## src/hw/rtl/clt_pkg.sv

```systemverilog
package clt_pkg;

  localparam int unsigned KEYWORD_MAX_LEN = 4;

  // Held-byte count runs 0..KEYWORD_MAX_LEN; the index into the held bytes needs fewer bits.
  localparam int unsigned HC_W = $clog2(KEYWORD_MAX_LEN + 1);
  localparam int unsigned HI_W = $clog2(KEYWORD_MAX_LEN);
  // One byte can cause the held bytes, one token and one trailing result.
  localparam int unsigned ST_W = $clog2(KEYWORD_MAX_LEN + 3);

  localparam int unsigned QUEUE_DEPTH = 4;
  localparam int unsigned QA_W = $clog2(QUEUE_DEPTH);

  localparam logic [3:0] K_ERROR   = 4'd0;
  localparam logic [3:0] K_NEWLINE = 4'd1;
  localparam logic [3:0] K_NUMBER  = 4'd2;
  localparam logic [3:0] K_STRING  = 4'd3;
  localparam logic [3:0] K_EXEC    = 4'd4;
  localparam logic [3:0] K_PASS    = 4'd5;
  localparam logic [3:0] K_DEL     = 4'd6;
  localparam logic [3:0] K_PING    = 4'd7;
  localparam logic [3:0] K_STOP    = 4'd8;
  localparam logic [3:0] K_USER    = 4'd9;

  localparam logic [7:0] CH_NL     = 8'h0A;
  localparam logic [7:0] CH_SPACE  = 8'h20;
  localparam logic [7:0] CH_QUOTE  = 8'h22;
  localparam logic [7:0] CH_BSLASH = 8'h5C;
  localparam logic [7:0] CH_DEL    = 8'h7F;

  localparam int unsigned KW_NUM   = 6;
  localparam int unsigned KW_SLOTS = 8;

  localparam logic [7:0] KW_TEXT [KW_NUM][KW_SLOTS] = '{
    '{"E", "X", "E", "C", 8'h00, 8'h00, 8'h00, 8'h00},
    '{"P", "A", "S", "S", 8'h00, 8'h00, 8'h00, 8'h00},
    '{"D", "E", "L", 8'h00, 8'h00, 8'h00, 8'h00, 8'h00},
    '{"P", "I", "N", "G", 8'h00, 8'h00, 8'h00, 8'h00},
    '{"S", "T", "O", "P", 8'h00, 8'h00, 8'h00, 8'h00},
    '{"U", "S", "E", "R", 8'h00, 8'h00, 8'h00, 8'h00}
  };
  localparam int unsigned KW_LEN [KW_NUM] = '{4, 4, 3, 4, 4, 4};
  localparam logic [3:0] KW_KIND [KW_NUM] = '{K_EXEC, K_PASS, K_DEL, K_PING, K_STOP, K_USER};

  // Work for one input byte: held bytes first, then an optional token,
  // then an optional trailing result (the byte itself or a token).
  typedef struct packed {
    logic [KEYWORD_MAX_LEN-1:0][7:0] held;
    logic [HC_W-1:0]                 held_n;
    logic                            a_en;
    logic [3:0]                      a_kind;
    logic                            t_en;
    logic                            t_val;
    logic [3:0]                      t_kind;
    logic [7:0]                      data;
  } cmd_t;

endpackage

```

## src/hw/rtl/command_line_tokenizer.sv

```systemverilog
// Command line tokenizer.
// Input channel: one raw byte per beat (in_valid_i / in_stall_o / in_byte_i).
// Output channel: one result per beat. A result either carries one value
// byte of the current token (is_value_byte_o high) or closes a token with
// its kind in token_kind_o. last_of_run_o marks the final result caused by
// one input byte; a byte may cause zero to six results.
// The front classifies each byte in the cycle it is accepted and, if the
// byte causes any results, writes one entry describing all of them into a
// four-entry queue. The back reads the queue head and issues its results
// one per cycle while out_stall_i is low; each entry is registered in the
// queue first. Throughput: one byte per cycle while the queue has room,
// so a byte causing more than one result holds the back while they issue
// and long bursts fill the queue.
// Reset clears the tokenizer state and empties the queue; no clearing pass.
// When the receiver stalls, the current result holds, the queue fills and
// then in_stall_o rises until an entry is freed.
module command_line_tokenizer import clt_pkg::*; (
  input  logic       clk_i,
  input  logic       rst_ni,
  input  logic       in_valid_i,
  output logic       in_stall_o,
  input  logic [7:0] in_byte_i,
  output logic       out_valid_o,
  input  logic       out_stall_i,
  output logic       is_value_byte_o,
  output logic [7:0] value_byte_o,
  output logic [3:0] token_kind_o,
  output logic       last_of_run_o
);

  logic full, push, pop, head_valid;
  cmd_t push_cmd, head_cmd;

  clt_front u_front (
    .clk_i      (clk_i),
    .rst_ni     (rst_ni),
    .in_valid_i (in_valid_i),
    .in_stall_o (in_stall_o),
    .in_byte_i  (in_byte_i),
    .full_i     (full),
    .push_o     (push),
    .cmd_o      (push_cmd)
  );

  clt_fifo u_fifo (
    .clk_i   (clk_i),
    .rst_ni  (rst_ni),
    .push_i  (push),
    .cmd_i   (push_cmd),
    .pop_i   (pop),
    .full_o  (full),
    .valid_o (head_valid),
    .cmd_o   (head_cmd)
  );

  clt_back u_back (
    .clk_i           (clk_i),
    .rst_ni          (rst_ni),
    .cmd_valid_i     (head_valid),
    .cmd_i           (head_cmd),
    .pop_o           (pop),
    .out_valid_o     (out_valid_o),
    .out_stall_i     (out_stall_i),
    .is_value_byte_o (is_value_byte_o),
    .value_byte_o    (value_byte_o),
    .token_kind_o    (token_kind_o),
    .last_of_run_o   (last_of_run_o)
  );

endmodule

```

## src/hw/rtl/clt_front.sv

```systemverilog
module clt_front import clt_pkg::*; (
  input  logic       clk_i,
  input  logic       rst_ni,
  input  logic       in_valid_i,
  output logic       in_stall_o,
  input  logic [7:0] in_byte_i,
  input  logic       full_i,
  output logic       push_o,
  output cmd_t       cmd_o
);

  localparam logic [2:0] M_IDLE  = 3'd0;
  localparam logic [2:0] M_NUM   = 3'd1;
  localparam logic [2:0] M_QUOTE = 3'd2;
  localparam logic [2:0] M_ESC   = 3'd3;
  localparam logic [2:0] M_WORD  = 3'd4;

  logic [2:0]                      mode_q, mode_d;
  logic [KEYWORD_MAX_LEN-1:0][7:0] held_q, held_d;
  logic [HC_W-1:0]                 cnt_q, cnt_d;
  logic                            long_q, long_d;

  logic       accept;
  logic       is_ctrl, is_digit, is_word;
  logic       kw_hit;
  logic [3:0] kw_kind;
  logic       run_idle;
  cmd_t       cmd;

  assign in_stall_o = full_i;
  assign accept     = in_valid_i && !full_i;

  assign is_ctrl  = (in_byte_i < CH_SPACE) || (in_byte_i == CH_DEL);
  assign is_digit = (in_byte_i >= "0") && (in_byte_i <= "9");
  assign is_word  = (in_byte_i != CH_SPACE) && !is_ctrl;

  always_comb begin
    logic same;
    kw_hit  = 1'b0;
    kw_kind = K_STRING;
    for (int k = 0; k < KW_NUM; k++) begin
      same = (KW_LEN[k] <= KEYWORD_MAX_LEN) && (cnt_q == HC_W'(KW_LEN[k]));
      for (int i = 0; i < KEYWORD_MAX_LEN; i++) begin
        if (i < KW_LEN[k] && held_q[i] != KW_TEXT[k][i]) begin
          same = 1'b0;
        end
      end
      if (same && !kw_hit) begin
        kw_hit  = 1'b1;
        kw_kind = KW_KIND[k];
      end
    end
  end

  always_comb begin
    mode_d   = mode_q;
    held_d   = held_q;
    cnt_d    = cnt_q;
    long_d   = long_q;
    run_idle = 1'b0;
    cmd        = '0;
    cmd.held   = held_q;
    cmd.data   = in_byte_i;
    cmd.a_kind = K_ERROR;
    cmd.t_kind = K_ERROR;

    unique case (mode_q)
      M_NUM: begin
        if (is_digit) begin
          cmd.t_en  = 1'b1;
          cmd.t_val = 1'b1;
        end else begin
          cmd.a_en   = 1'b1;
          cmd.a_kind = K_NUMBER;
          run_idle   = 1'b1;
        end
      end
      M_QUOTE: begin
        priority if (in_byte_i == CH_QUOTE) begin
          cmd.t_en   = 1'b1;
          cmd.t_kind = K_STRING;
          mode_d     = M_IDLE;
        end else if (in_byte_i == CH_BSLASH) begin
          mode_d = M_ESC;
        end else if (is_ctrl) begin
          cmd.t_en   = 1'b1;
          cmd.t_kind = K_ERROR;
          mode_d     = M_IDLE;
        end else begin
          cmd.t_en  = 1'b1;
          cmd.t_val = 1'b1;
        end
      end
      M_ESC: begin
        cmd.t_en  = 1'b1;
        cmd.t_val = 1'b1;
        mode_d    = M_QUOTE;
      end
      M_WORD: begin
        if (is_word) begin
          priority if (long_q) begin
            cmd.t_en  = 1'b1;
            cmd.t_val = 1'b1;
          end else if (cnt_q < HC_W'(KEYWORD_MAX_LEN)) begin
            held_d[cnt_q[HI_W-1:0]] = in_byte_i;
            cnt_d = cnt_q + HC_W'(1);
          end else begin
            // The word can no longer be a keyword: release what was held.
            cmd.held_n = cnt_q;
            cmd.t_en   = 1'b1;
            cmd.t_val  = 1'b1;
            cnt_d      = '0;
            long_d     = 1'b1;
          end
        end else begin
          cmd.a_en = 1'b1;
          if (!long_q && kw_hit) begin
            cmd.a_kind = kw_kind;
          end else begin
            cmd.a_kind = K_STRING;
            if (!long_q) begin
              cmd.held_n = cnt_q;
            end
          end
          cnt_d    = '0;
          long_d   = 1'b0;
          run_idle = 1'b1;
        end
      end
      default: begin
        run_idle = 1'b1;
      end
    endcase

    // The ending byte of a number or word is classified again from idle.
    if (run_idle) begin
      mode_d = M_IDLE;
      priority if (in_byte_i == CH_NL) begin
        cmd.t_en   = 1'b1;
        cmd.t_kind = K_NEWLINE;
      end else if (is_ctrl) begin
        cmd.t_en   = 1'b1;
        cmd.t_kind = K_ERROR;
      end else if (in_byte_i == CH_SPACE) begin
        mode_d = M_IDLE;
      end else if (is_digit) begin
        cmd.t_en  = 1'b1;
        cmd.t_val = 1'b1;
        mode_d    = M_NUM;
      end else if (in_byte_i == CH_QUOTE) begin
        mode_d = M_QUOTE;
      end else begin
        held_d[0] = in_byte_i;
        cnt_d     = HC_W'(1);
        long_d    = 1'b0;
        mode_d    = M_WORD;
      end
    end
  end

  assign cmd_o  = cmd;
  assign push_o = accept && ((cmd.held_n != '0) || cmd.a_en || cmd.t_en);

  always_ff @(posedge clk_i or negedge rst_ni) begin
    if (!rst_ni) begin
      mode_q <= M_IDLE;
      held_q <= '0;
      cnt_q  <= '0;
      long_q <= 1'b0;
    end else if (accept) begin
      mode_q <= mode_d;
      held_q <= held_d;
      cnt_q  <= cnt_d;
      long_q <= long_d;
    end
  end

endmodule

```

## src/hw/rtl/clt_fifo.sv

```systemverilog
module clt_fifo import clt_pkg::*; (
  input  logic clk_i,
  input  logic rst_ni,
  input  logic push_i,
  input  cmd_t cmd_i,
  input  logic pop_i,
  output logic full_o,
  output logic valid_o,
  output cmd_t cmd_o
);

  cmd_t          slot_q [QUEUE_DEPTH];
  logic [QA_W:0] wr_q, rd_q;

  assign valid_o = (wr_q != rd_q);
  assign full_o  = (wr_q[QA_W] != rd_q[QA_W]) && (wr_q[QA_W-1:0] == rd_q[QA_W-1:0]);
  assign cmd_o   = slot_q[rd_q[QA_W-1:0]];

  always_ff @(posedge clk_i) begin
    if (push_i) begin
      slot_q[wr_q[QA_W-1:0]] <= cmd_i;
    end
  end

  always_ff @(posedge clk_i or negedge rst_ni) begin
    if (!rst_ni) begin
      wr_q <= '0;
      rd_q <= '0;
    end else begin
      if (push_i) begin
        wr_q <= wr_q + (QA_W+1)'(1);
      end
      if (pop_i) begin
        rd_q <= rd_q + (QA_W+1)'(1);
      end
    end
  end

endmodule

```

## src/hw/rtl/clt_back.sv

```systemverilog
module clt_back import clt_pkg::*; (
  input  logic       clk_i,
  input  logic       rst_ni,
  input  logic       cmd_valid_i,
  input  cmd_t       cmd_i,
  output logic       pop_o,
  output logic       out_valid_o,
  input  logic       out_stall_i,
  output logic       is_value_byte_o,
  output logic [7:0] value_byte_o,
  output logic [3:0] token_kind_o,
  output logic       last_of_run_o
);

  logic [ST_W-1:0] step_q, step_d;
  logic [ST_W-1:0] total;
  logic            beat;
  logic            in_held, at_tok;

  assign total   = ST_W'(cmd_i.held_n) + ST_W'(cmd_i.a_en) + ST_W'(cmd_i.t_en);
  assign in_held = step_q < ST_W'(cmd_i.held_n);
  assign at_tok  = !in_held && cmd_i.a_en && (step_q == ST_W'(cmd_i.held_n));

  assign out_valid_o   = cmd_valid_i;
  assign last_of_run_o = (step_q == total - ST_W'(1));
  assign beat          = cmd_valid_i && !out_stall_i;
  assign pop_o         = beat && last_of_run_o;

  always_comb begin
    is_value_byte_o = 1'b0;
    value_byte_o    = 8'h00;
    token_kind_o    = K_ERROR;
    priority if (in_held) begin
      is_value_byte_o = 1'b1;
      value_byte_o    = cmd_i.held[step_q[HI_W-1:0]];
    end else if (at_tok) begin
      token_kind_o = cmd_i.a_kind;
    end else if (cmd_i.t_val) begin
      is_value_byte_o = 1'b1;
      value_byte_o    = cmd_i.data;
    end else begin
      token_kind_o = cmd_i.t_kind;
    end
  end

  always_comb begin
    step_d = step_q;
    if (beat) begin
      step_d = last_of_run_o ? '0 : step_q + ST_W'(1);
    end
  end

  always_ff @(posedge clk_i or negedge rst_ni) begin
    if (!rst_ni) begin
      step_q <= '0;
    end else begin
      step_q <= step_d;
    end
  end

endmodule

```

## config.mk

```make
export PLATFORM = sky130hd
export DESIGN_NAME = command_line_tokenizer
export DESIGN_NICKNAME = d
export VERILOG_FILES = /design/src/hw/rtl/clt_pkg.sv /design/src/hw/rtl/command_line_tokenizer.sv /design/src/hw/rtl/clt_front.sv /design/src/hw/rtl/clt_fifo.sv /design/src/hw/rtl/clt_back.sv
export SDC_FILE = /design/constraint.sdc
export NUM_CORES = 1
export LEC_CHECK = 0
export ABC_AREA = 1
export BUFFER_PORTS_ARGS = -buffer_cell sky130_fd_sc_hd__clkbuf_2
export CAP_MARGIN = 5
export CORE_ASPECT_RATIO = 1.75
export CORE_MARGIN = 10
export CORE_UTILIZATION = 55
export CTS_CLUSTER_SIZE = 25
export DETAILED_ROUTE_END_ITERATION = 10
export HOLD_SLACK_MARGIN = 0.02
export PLACE_DENSITY = 0.74
export SETUP_SLACK_MARGIN = 0.3
export SKIP_CTS_REPAIR_TIMING = 1
export SYNTH_ARGS = -nofsm -noshare
export SYNTH_HDL_FRONTEND = slang
export SYNTH_HIERARCHICAL = 1
export SYNTH_SLANG_ARGS = --single-unit
export TNS_END_PERCENT = 10
```

## constraint.sdc

```tcl
create_clock -name clk_i -period 3.38 [get_ports clk_i]
set_input_delay 0.845 -clock clk_i [delete_from_list [all_inputs] [get_ports clk_i]]
set_output_delay 0.845 -clock clk_i [all_outputs]
set_load 0.05 [all_outputs]
```

==> metrics.cfg <==
[global_routing]
antenna_found_initial=0
grt_first_pass_wirelength_um=48380
grt_pass1_vias=9191
grt_max_degree=72
grtUsageTotal_pct=20.55
overflow=0

[critical_path]
max_stage_delay_ns=0.52
reg2reg_slack_ns=0.51
start_kind=register
worstSetupPathType=register to primary output
reg2reg_from=u_fifo/rd_q[0]$_DFFE_PN0P_
cp_data_required_time_ns=2.53
crit_start=u_fifo/rd_q[0]$_DFFE_PN0P_
crit_chain=or2_1 > nand3_1 > nand2_1 > inv_1 > ha_1 > inv_1 > ha_1 > inv_2 > fa_1 > xnor2_1 > nor2_1 > nand2_2 > clkinvlp_4 > buf_12
reg2reg_to=u_fifo/rd_q[2]$_DFFE_PN0P_
arrival_ns=3.03
critPathCaptureType=primary output
crit_fanout=9
crit_path_top_delay_cell=dfrtp_4
r2r_cells=16

[yosys]
yosys.area.top_type=edfxtp_1
ys_seq_area_share_pct=60.06
synthTopCellsByArea=edfxtp_1 51%, nand2_1 15%, dfrtp_1 9.4%, inv_1 3.9%, nand3_1 3.3%
syn_inst=1368
syn_area_per_cell_um2=9.357
ys_types=47
yosysWarningCount=6
syn_area_um2=12800
ys_ff_latch=264
synth_top_area_share_pct=50.67

[sta]
rsz0062_at_grt=yes
clock_skew_ns=0.01807
finalWorstSetupSlack_ns=-0.4970
fin_crit_sh_pct=114.7
finalHoldViolations=0
final.setup.tns_ns=-5.676
maxSlewViolCount=0
fin_crit_ns=3.877
relSlewSlack_pct=35.02
fmax_ghz=0.2579
tightest_slew_ns=0.9746
setup_viol=14

[place]
place_ws_ns=0.006102
place_area_um2=13570
gp_congestion=0.9344
io_buffer_count=27
dp_hpwl_um=20810

[floorplanning]
rows=73
start_util_pct=56.05
die_area_um2=30010
core-area_um2=22830
fp.dieW_um=135.3
die_h_um=221.8
io_pins=28

[cells_and_area]
fin_util_pct=63.16
fin_area_um2=14420
fillers=1797
layout.nets=1421
diodes=0
syn_to_final_growth_pct=12.67
drive_gt1_share_pct=12.85

[hold_path]
hold_path.class=input port to asynchronous set/reset pin

[drt]
drc_errors=0
firstDrtPassIters=7
vias=9250
drt_wl_total_um=31050
ant_nets=0
first_iter_violations=741
vias_per_cell=5.413
wl_per_cell_um=18.17

[clocking]
htreeDepth=1
cts_tree=done
clockBufferDepth=3
clk_latency_ns=0.52
clockRootBuffer=clkbuf_16
clkTransAtPathRegs_ns=0.07
numClockSinks=264
numCtsBuffers=23

[status]
violations=setup timing
status=finished with violations

[power]
p_per_area_nw_per_um2=983.5
total_power_mw=14.18
power_leakage_nw=6.299
ir_worst_vdd_v=0.0005770

[flow_run]
cap_violations=0

[power breakdown]
| part | internal (mW) | total [mW] | switching [mW] |
|---|---|---|---|
| clock network | 1.73 | 2.88 | 1.15 |
| registers | 4.17 | 4.70 | 0.528 |
| logic | 2.29 | 6.60 | 4.31 |
| total | 8.19 | 14.2 | 5.99 |
[placed cells by master (no fill, tap or decap), drive strengths merged]
| cell type | netlist | layout |
|---|---|---|
| nor2 | 93 | 93 |
| nor4 | 1 | 1 |
| or2 | 55 | 55 |
| o21ai | 67 | 67 |
| or4 | 1 | 1 |
| dfrtp | 48 | 48 |
| nand2 | 530 | 530 |
| o2111ai | 1 | 1 |
| buf | 57 | 44 |
| o22ai | 1 | 1 |
| nor3 | 5 | 5 |
| nand4 | 19 | 19 |
| o211ai | 2 | 2 |
| bufinv | 0 | 5 |
| xnor2 | 1 | 1 |
| conb | 1 | 2 |
| o31ai | 1 | 1 |
| a21oi | 8 | 8 |
| a31oi | 1 | 1 |
| edfxtp | 216 | 216 |
| inv | 141 | 138 |
| nand3 | 91 | 91 |
| clkinvlp | 0 | 8 |
| ha | 15 | 15 |
| xor2 | 5 | 5 |
| o21bai | 1 | 1 |
| fa | 1 | 1 |
| clkinv | 0 | 2 |
| clkbuf | 4 | 45 |
| nand3b | 2 | 2 |
[cells in the mapped netlist (all sizes together)]
| master | instances |
|---|---|
| conb | 1 |
| xnor2 | 1 |
| nand3b | 2 |
| xor2 | 5 |
| nand3 | 91 |
| a31oi | 1 |
| or4 | 1 |
| nor2 | 93 |
| or2 | 55 |
| a21oi | 8 |
| o2111ai | 1 |
| o21bai | 1 |
| nor3 | 5 |
| o31ai | 1 |
| o211ai | 2 |
| ha | 15 |
| clkbuf | 4 |
| dfrtp | 48 |
| buf | 57 |
| inv | 141 |
| nand2 | 530 |
| o21ai | 67 |
| edfxtp | 216 |
| nand4 | 19 |
| nor4 | 1 |
| fa | 1 |
| o22ai | 1 |
[layer usage]
layer	wire (um)	global-route usage, %
met5	0	0
met3	1847	2.768
met4	1473	10.92
met2	15990	36.41
met1	11740	23.10
[per-stage QoR]
step                hold WS (ns)  std cells
floorplan                 0.4898       1369
detailed placement        0.5443       1668
finish                    0.4687       1709
global placement          0.5210       1668
CTS                       0.4917       1709
global route              0.5290       1709
[worst max-delay path by stage]
stage	endpoint	cells past startpoint
3_3_place_gp	last_of_run_o	14
4_1_cts	last_of_run_o	14
3_5_place_dp	last_of_run_o	14
5_1_grt	last_of_run_o	14
2_1_floorplan	last_of_run_o	15
6_report	last_of_run_o	14
[critical path, delay by kind of cell (launching register included)]
family | cells | cell delay [ns]
adders and majority gates | 3 | 0.81
and+or+nand+nor | 5 | 0.63
DFF | 1 | 0.52
buffers and inverters | 5 | 0.39
xor gates and xnor gates | 1 | 0.14
[logic make-up (layout without fill, tap and decap cells)]
family | count (synthesis) | after routing | share of synthesized area (%)
xor gates and xnor gates | 6 | 6 | 0.4106
buffers and inverters | 202 | 242 | 7.273
AOI/OAI and AO/OA | 82 | 82 | 3.451
adders and majority gates | 16 | 16 | 1.623
and+or+nand+nor | 797 | 797 | 27.16
other | 1 | 2 | 0.02930
DFF | 264 | 264 | 60.06
[state kept, by name (all words and copies together) (netlist names)]
register,count
u_fifo/rd_q,3
u_front/mode_q,3
u_front/cnt_q,3
u_front/long_q,1
u_front/cmd_o,32
u_back/step_q,3
u_fifo/wr_q,3
u_fifo/slot_q,216
[final cells by class]
type | count | area [um^2] | share of cell area [%]
clock buffers | 29 | 638.1 | 4.425
clock inverters | 12 | 200.2 | 1.388
inverters | 141 | 603.1 | 4.182
multi-input cells | 903 | 4270 | 29.61
flip-flops and latches | 264 | 7692 | 53.34
well taps | 300 | 375.4 | 2.603
repair buffers | 60 | 641.9 | 4.451
Note: power is estimated with default switching activity, not from simulation.
